--- src/rtl/isq_pkg.sv ---
// Shared constants for the integer square root pipeline.
`timescale 1ns / 1ps

package isq_pkg;

    // Field widths of the radicand and root ports.
    localparam int RADICAND_W = 32;
    localparam int ROOT_W     = 16;

    // Default datapath width and the number of digit steps done in one stage.
    localparam int WIDTH_DEF           = 32;
    localparam int STEPS_PER_STAGE_DEF = 2;

endpackage

--- src/rtl/integer_square_root.sv ---
// Integer square root: a stalling pipeline of digit-by-digit root steps.
//
// The block takes one unsigned 32-bit radicand per word on the input channel
// (in_valid / in_ready / radicand) and returns floor(sqrt(radicand)) as a
// 16-bit word on the output channel (out_valid / out_ready / root).
// Radicand bits at or above WIDTH are ignored.
//
// The root is found by (WIDTH+1)/2 restoring steps, each bringing down two
// radicand bits. STEPS_PER_STAGE steps sit between two registers, so the
// pipeline has ceil(steps / STEPS_PER_STAGE) stages: 8 at the defaults.
// Each word passes through every stage register in turn; one word can enter every cycle while the receiver takes words.
//
// Each stage holds a valid bit and moves forward when the stage after it is
// empty or moving. When the receiver stalls, words pile up into empty stages
// and in_ready drops once the pipeline is full; nothing is lost or repeated.
// The last stage is the output register.
//
// Reset clears all valid bits; the pipeline is empty and ready afterward.
`timescale 1ns / 1ps

module integer_square_root #(
    parameter int WIDTH           = isq_pkg::WIDTH_DEF,
    parameter int STEPS_PER_STAGE = isq_pkg::STEPS_PER_STAGE_DEF
) (
    input  logic                           clk,
    input  logic                           rst_n,
    input  logic                           in_valid,
    output logic                           in_ready,
    input  logic [isq_pkg::RADICAND_W-1:0] radicand,
    output logic                           out_valid,
    input  logic                           out_ready,
    output logic [isq_pkg::ROOT_W-1:0]     root
);

    import isq_pkg::*;

    localparam int STEPS  = (WIDTH + 1) / 2;
    localparam int PADW   = 2 * STEPS;
    localparam int REMW   = STEPS + 3;
    localparam int NSTAGE = (STEPS + STEPS_PER_STAGE - 1) / STEPS_PER_STAGE;

    logic [NSTAGE-1:0] valid_reg;
    logic [PADW-1:0]   rad_reg   [NSTAGE];
    logic [REMW-1:0]   rem_reg   [NSTAGE];
    logic [STEPS-1:0]  root_reg  [NSTAGE];

    logic [NSTAGE:0]   stage_ready;
    logic [PADW-1:0]   rad_pad;

    // Zero-extend or truncate the radicand to the even datapath width.
    for (genvar b = 0; b < PADW; b++) begin : g_pad
        if (b < WIDTH && b < RADICAND_W) begin : g_bit
            assign rad_pad[b] = radicand[b];
        end else begin : g_zero
            assign rad_pad[b] = 1'b0;
        end
    end

    assign stage_ready[NSTAGE] = out_ready;
    assign in_ready            = stage_ready[0];

    for (genvar s = 0; s < NSTAGE; s++) begin : g_stage
        logic              valid_next;
        logic [PADW-1:0]   rad_in;
        logic [REMW-1:0]   rem_in;
        logic [STEPS-1:0]  root_in;
        logic [PADW-1:0]   rad_next;
        logic [REMW-1:0]   rem_next;
        logic [STEPS-1:0]  root_next;

        if (s == 0) begin : g_first
            assign valid_next = in_valid;
            assign rad_in     = rad_pad;
            assign rem_in     = '0;
            assign root_in    = '0;
        end else begin : g_later
            assign valid_next = valid_reg[s-1];
            assign rad_in     = rad_reg[s-1];
            assign rem_in     = rem_reg[s-1];
            assign root_in    = root_reg[s-1];
        end

        assign stage_ready[s] = !valid_reg[s] || stage_ready[s+1];

        always_comb
        begin
            logic [REMW-1:0] trial;
            trial     = '0;
            rad_next  = rad_in;
            rem_next  = rem_in;
            root_next = root_in;
            for (int j = 0; j < STEPS_PER_STAGE; j++)
            begin
                // The last stage may hold fewer steps than the others.
                if (s * STEPS_PER_STAGE + j < STEPS)
                begin
                    rem_next  = {rem_next[REMW-3:0], rad_next[PADW-1 -: 2]};
                    trial     = {1'b0, root_next, 2'b01};
                    root_next = {root_next[STEPS-2:0], 1'b0};
                    if (rem_next >= trial)
                    begin
                        rem_next     = rem_next - trial;
                        root_next[0] = 1'b1;
                    end
                    rad_next = {rad_next[PADW-3:0], 2'b00};
                end
            end
        end

        always_ff @(posedge clk or negedge rst_n)
        begin
            if (!rst_n)
            begin
                valid_reg[s] <= 1'b0;
            end
            else if (stage_ready[s])
            begin
                valid_reg[s] <= valid_next;
            end
        end

        always_ff @(posedge clk)
        begin
            if (stage_ready[s] && valid_next)
            begin
                rad_reg[s]  <= rad_next;
                rem_reg[s]  <= rem_next;
                root_reg[s] <= root_next;
            end
        end
    end

    assign out_valid = valid_reg[NSTAGE-1];

    for (genvar b = 0; b < ROOT_W; b++) begin : g_root
        if (b < STEPS) begin : g_bit
            assign root[b] = root_reg[NSTAGE-1][b];
        end else begin : g_zero
            assign root[b] = 1'b0;
        end
    end

`ifndef SYNTHESIS
    // With the receiver taking words, every stage can move.
    a_flow_through: assert property (@(posedge clk) disable iff (!rst_n)
        out_ready |-> in_ready)
        else $error("input stalled while the output is ready");

    // An accepted word lands in the first stage.
    a_enter: assert property (@(posedge clk) disable iff (!rst_n)
        (in_valid && in_ready) |=> valid_reg[0])
        else $error("accepted word missing from the first stage");

    // A zero radicand keeps a zero partial root.
    a_zero_root: assert property (@(posedge clk) disable iff (!rst_n)
        (in_valid && in_ready && radicand == '0) |=> (root_reg[0] == '0))
        else $error("nonzero partial root for a zero radicand");

    // With nothing entering and nothing leaving, the word count holds.
    a_count_hold: assert property (@(posedge clk) disable iff (!rst_n)
        (!out_ready && !in_valid) |=>
            ($countones(valid_reg) == $past($countones(valid_reg))))
        else $error("word count changed while the pipeline was closed");
`endif

endmodule

--- config.mk ---
export PLATFORM = sky130hd
export DESIGN_NAME = integer_square_root
export DESIGN_NICKNAME = d
export VERILOG_FILES = /design/src/rtl/isq_pkg.sv /design/src/rtl/integer_square_root.sv
export SDC_FILE = /design/constraint.sdc
export NUM_CORES = 1
export LEC_CHECK = 0
export BUFFER_PORTS_ARGS = -buffer_cell sky130_fd_sc_hd__clkbuf_2
export CORE_MARGIN = 5
export CORE_UTILIZATION = 50
export CTS_CLUSTER_SIZE = 24
export DETAILED_ROUTE_END_ITERATION = 8
export GPL_TIMING_DRIVEN = 0
export HOLD_SLACK_MARGIN = 0.12
export PLACE_DENSITY = 0.68
export SYNTH_ARGS = -nofsm -noshare
export SYNTH_HDL_FRONTEND = slang
export SYNTH_SLANG_ARGS = --single-unit
--- constraint.sdc ---
create_clock -name clk -period 12.17 [get_ports clk]
set_clock_uncertainty 0.15 [all_clocks]
set_input_delay 1.217 -clock clk [delete_from_list [all_inputs] [get_ports clk]]
set_output_delay 1.217 -clock clk [all_outputs]
set_load 0.01 [all_outputs]
## Yosys cells after proc, flatten, opt, wreduce, memory -nomap -nowiden

Memory sizes are Yosys's and may differ from the RTL's.
Cells that the tools add are included.
Widths: inputs -> output; s select.

| storage, ports and cells | value |
|---|---|
| register bits after elaboration | 8 |
| latch bits | 0 |
| RAM bits | 504 |
| memory bits (read-only) | 0 |
| input port bits | 36 |
| memories | 3 |

| cells by class | value |
|---|---|
| add/subtract/negate cells | 16 |
| $mul | 0 |
| divide/modulo/power cells | 0 |
| order comparisons | 16 |
| eq/ne operators | 0 |
| shifts and indexed selects | 0 |
| multiplexer cells | 48 |
| bitwise operators | 0 |
| reduce and logical (&&, ||, !) cells | 24 |

Memories:

| memory | words | width | rd ports | clocked after memory_dff | write ports | line | RTL |
|---|---|---|---|---|---|---|---|
| rad_reg | 8 | 28 | 7 | 0 | 8 | integer_square_root.sv:43 | `logic [PADW-1:0] rad_reg [NSTAGE];` |
| rem_reg | 8 | 19 | 7 | 0 | 8 | integer_square_root.sv:44 | `logic [REMW-1:0] rem_reg [NSTAGE];` |
| root_reg | 8 | 16 | 8 | 0 | 8 | integer_square_root.sv:45 | `logic [STEPS-1:0] root_reg [NSTAGE];` |

Operators by type and width:

| kind | number |
|---|---|
| $ge 19x18->1 | 14 |
| $mux 19 | 8 |
| $mux 17 | 8 |
| $sub 19x18->19 | 7 |
| $sub 17x17->17 | 7 |
| $mux 1 | 32 |
| $ge 19x3->1 | 1 |
| $sub 19x3->19 | 1 |
| $logic_and 1x1->1 | 8 |
| $logic_not 1->1 | 8 |
| $logic_or 1x1->1 | 8 |
| $sub 2x1->3 const B | 1 |
| $ge 2x1->1 const B | 1 |

## Depth between registers and ports, before layout

| logic depth | value |
|---|---|
| depth in word-level cells | 12 |
| mapped depth | 24 |
| depth with buffers taken out | 23 |

## Least setup slack after synthesis

Ideal clock, no wire load.

| path | value |
|---|---|
| path type | register to register |
| from | mem rem_reg[5][11] (netlist name) |
| to | mem rem_reg[6][0] (netlist name) (data pin) |
| arrival time | 5.053 ns |
| required time | 11.755 ns |
| slack | 6.702 ns |
| stages on the path, launching flop included | 21 |
| path buffers | 4 |
| period minus slack after synthesis | 5.468 ns |
| path through | edfxtp_1 ha_1 nand4b_1 o41ai_1 or3_1 clkbuf_1 buf_1 inv_1 nor2_1 nor2_1 ha_1 clkbuf_1 nand4_1 nor4_1 nand2_1 a2111oi_0 a311oi_1 o211a_1 o2111ai_1 clkbuf_1 xnor2_1 |

RTL lines:

| item | line |
|---|---|
| from (decl) | integer_square_root.sv:44 |

==> impl_metrics.env <==
export IMPL_status="finished, final reports clean"
export IMPL_track_usage_pct=20.4
export IMPL_num_vias=14200
export IMPL_die_y_um=206
export IMPL_post_drt_wl_per_cell_um=17.3
export IMPL_place_hpwl_um=33900
export IMPL_p_per_area_nw_per_um2=207
export IMPL_endpoint_kind="flip-flop"
export IMPL_syn_instance_count=1835
export IMPL_nFillCells=3252
export IMPL_yosysSeqAreaShare_pct=47.4
export IMPL_synth_top_cells_by_area="edfxtp_1 (46%), ha_1 (9.7%), xnor2_1 (4.0%), nor2_1 (3.3%), a21oi_1 (3.0%)"
export IMPL_rr_worst_depth=15
export IMPL_syn_area_um2=19100
export IMPL_muxShareOfSynthArea_pct=1.83
export IMPL_cts_buffer_depth=3
export IMPL_dr_pass1_iters=5
export IMPL_synthToLayoutAreaGrowth_pct=11.1
export IMPL_cts_made_buffers=35
export IMPL_r2r_start="rem_reg[5][11]"
export IMPL_cts_root_buffer="clkbuf_16"
export IMPL_critical_path_class="flip-flop to flip-flop"
export IMPL_critPathLaunch="rem_reg[5][11]"
export IMPL_pin_count=54
export IMPL_yosysWarnings=0
export IMPL_final_common_cell="edfxtp_1"
export IMPL_setup_violations=0
export IMPL_period_share_pct=62.3
export IMPL_async_flop_share_pct=2.64
export IMPL_multi_input_area_um2=9440
export IMPL_first_iter_violations=933
export IMPL_start_kind="flip-flop"
export IMPL_globalRoute_totalOverflow=0
export IMPL_die_area_um2=42300
export IMPL_hold_violations=0
export IMPL_yosys_area_top_type="edfxtp_1"
export IMPL_grt_first_pass_wirelength_um=69700
export IMPL_worst_hold_startpoint="rad_reg[2][19]"
export IMPL_nets=2115
export IMPL_crit_fanout=10
export IMPL_maxCapViolations=0
export IMPL_cp_slowest_cell="o41ai_1"
export IMPL_synth_top_area_share_pct=46.3
export IMPL_tns_ns=0
export IMPL_antenna_found_initial=1
export IMPL_fmax_mhz=132
export IMPL_core_area_um2=37700
export IMPL_final_cells=2468
export IMPL_ys_seq_elements=303
export IMPL_synth_edff_count=295
export IMPL_ant_nets=0
export IMPL_worst_path_buf_inv=4
export IMPL_arrival_ns=7.67
export IMPL_gp_congestion=0.946
export IMPL_cts_tree="built"
export IMPL_crit_cells=15
export IMPL_post_cts_buffers=0
export IMPL_rsz0062_at_grt="false"
export IMPL_drive_above_1_share_pct=10.1
export IMPL_drc=0
export IMPL_whs_path_depth=0
export IMPL_placed_cells=2405
export IMPL_synth_compound_area_share_pct=15.2
export IMPL_drv_slew=0
export IMPL_antenna_diode_count=0
export IMPL_post_cts_resized=0
export IMPL_synth_simple_gate_area_share_pct=16.1
export IMPL_synth_cell_types=84
export IMPL_leakagePower_uw=0.00860
export IMPL_largest_reg_flops=112
export IMPL_avgSynthCellArea_um2=10.4
export IMPL_grt_pass1_vias=13600
export IMPL_yosys_area_share_adder_pct=9.69
export IMPL_cpMostUsedCell="a2111oi_0"
export IMPL_final_cell_mix="edfxtp_1 (295), nor2_1 (167), ha_1 (148)"
export IMPL_wirelength_um=42800
export IMPL_synth_main_ff_cell="edfxtp_1"
export IMPL_fp_dieW_um=206
export IMPL_port_buffers=53
export IMPL_initial_core_util_pct=50.8
export IMPL_fin_crit_ns=7.58
export IMPL_fp_row_count=71
export IMPL_crit_family="compound AO/OA/AOI/OAI gates"
export IMPL_ir_worst_vdd_uv=135
export IMPL_slowest_delay_ns=1.20
export IMPL_worstMarginPinSlew_ns=1.23
export IMPL_hold_path_class="flip-flop to flip-flop"
export IMPL_viasPerCell=5.77
export IMPL_clkSlewWorstSetupHoldPaths_ns=0.06
export IMPL_cts_hold_buffers=0
export IMPL_cp_required_ns=12.25
export IMPL_cts_sinks=303
export IMPL_cp_cell_sequence="ha_1 -> nand4b_1 -> o41ai_1 -> or3_1 -> clkbuf_1 -> buf_1 -> inv_1 -> ha_1 -> inv_1 -> a2111oi_0 -> a2111oi_0 -> o32ai_1 -> o21ai_0 -> a2111oi_0 -> mux2i_1"
export IMPL_maxSlewHeadroom_pct=17.1
export IMPL_register_area_um2=9060
export IMPL_synth_top_family_by_area="simple AND/OR/NAND/NOR gates"
export IMPL_grt_max_degree=40
export IMPL_clkLatencyLatePin_ns=0.53
export IMPL_htree_levels=2
export IMPL_synth_xor_area_share_pct=6.41
## logic make-up after synthesis
kind of cell | count (synthesis)
and+or+nand+nor | 603
xor gates and xnor gates | 139
other | 1
adders and majority gates | 148
buffers and inverters | 168
muxes | 32
AOI/OAI and AO/OA | 441
DFF | 303
## metrics by stage
stage / util (%) / area [µm²] / setup slack [ns] / hold slack, ns / total power (µW)
after floorplan: - / 19100 / 6.70 / 0.250 / 2970
after global placement: 53.2 / 20000 / 5.07 / 0.252 / 3370
after detailed placement: 53.5 / 20200 / 5.06 / 0.255 / 3420
after CTS: 56.4 / 21200 / 4.99 / 0.253 / 4410
after global routing: 56.4 / 21200 / 4.22 / 0.272 / 4710
final: 56.4 / 21200 / 4.59 / 0.255 / 4390
## final timing paths
| check | endpoint | slack, ns |
|---|---|---|
| min reg2reg | rad_reg[3][23] | 0.26 |
| max | rem_reg[6][16] | 4.59 |
| min in group asynchronous | g_stage[7].valid_next | 0.42 |
| max reg2reg | rem_reg[6][16] | 4.59 |
| max in group asynchronous | out_valid | 11.22 |
| min | rad_reg[3][23] | 0.26 |
## routing by layer
layer | up-vias | global-route usage, % | share of wire [%]
li1 | 7027 | - | -
met1 | 6760 | 29.2 | 47
met2 | 380 | 32.4 | 45
met3 | 79 | 3.40 | 5.3
met4 | 0 | 5.62 | 2.5
met5 | - | 0 | 0
## report_power, final
| group | internal, µW | leakage [µW] | switching, µW |
|---|---|---|---|
| Clock | 558 | 0.000517 | 412 |
| Combinational | 730 | 0.00526 | 1060 |
| Sequential | 1490 | 0.00282 | 148 |
| Total | 2780 | 0.00860 | 1620 |
## Yosys cell counts, types with 7 or more instances
cell type,n
o21a_1,30
a21oi_1,113
dfrtp_1,8
mux2_2,23
o21bai_1,13
a21o_1,34
clkbuf_1,28
or3_1,20
or4_1,12
nand4_1,21
edfxtp_1,295
o31ai_1,16
nor4_1,20
o21ai_0,90
ha_1,148
inv_1,127
a31o_2,7
nor3b_1,7
a31oi_1,12
o211ai_1,10
a211o_1,7
and3_1,10
a2111oi_0,9
nor3_1,44
nand3_1,33
nor2_1,167
xor2_1,51
a211oi_1,20
o41ai_1,10
mux2i_1,9
nand2b_1,30
a21boi_0,10
nand2_1,133
or2_2,23
and2_1,24
xnor2_1,87
a221oi_1,8
nor2b_1,23
## cell type report
cell class / instances / share of cell area [%]
flip-flops and latches: 303 / 42.7
inverters: 131 / 2.33
repair buffers: 58 / 1.72
clock inverters: 21 / 0.819
clock buffers: 42 / 4.25
well taps: 511 / 3.01
multi-input cells: 1365 / 44.5
plain buffers: 37 / 0.754
No activity file was read; power rests on OpenSTA's default activity.
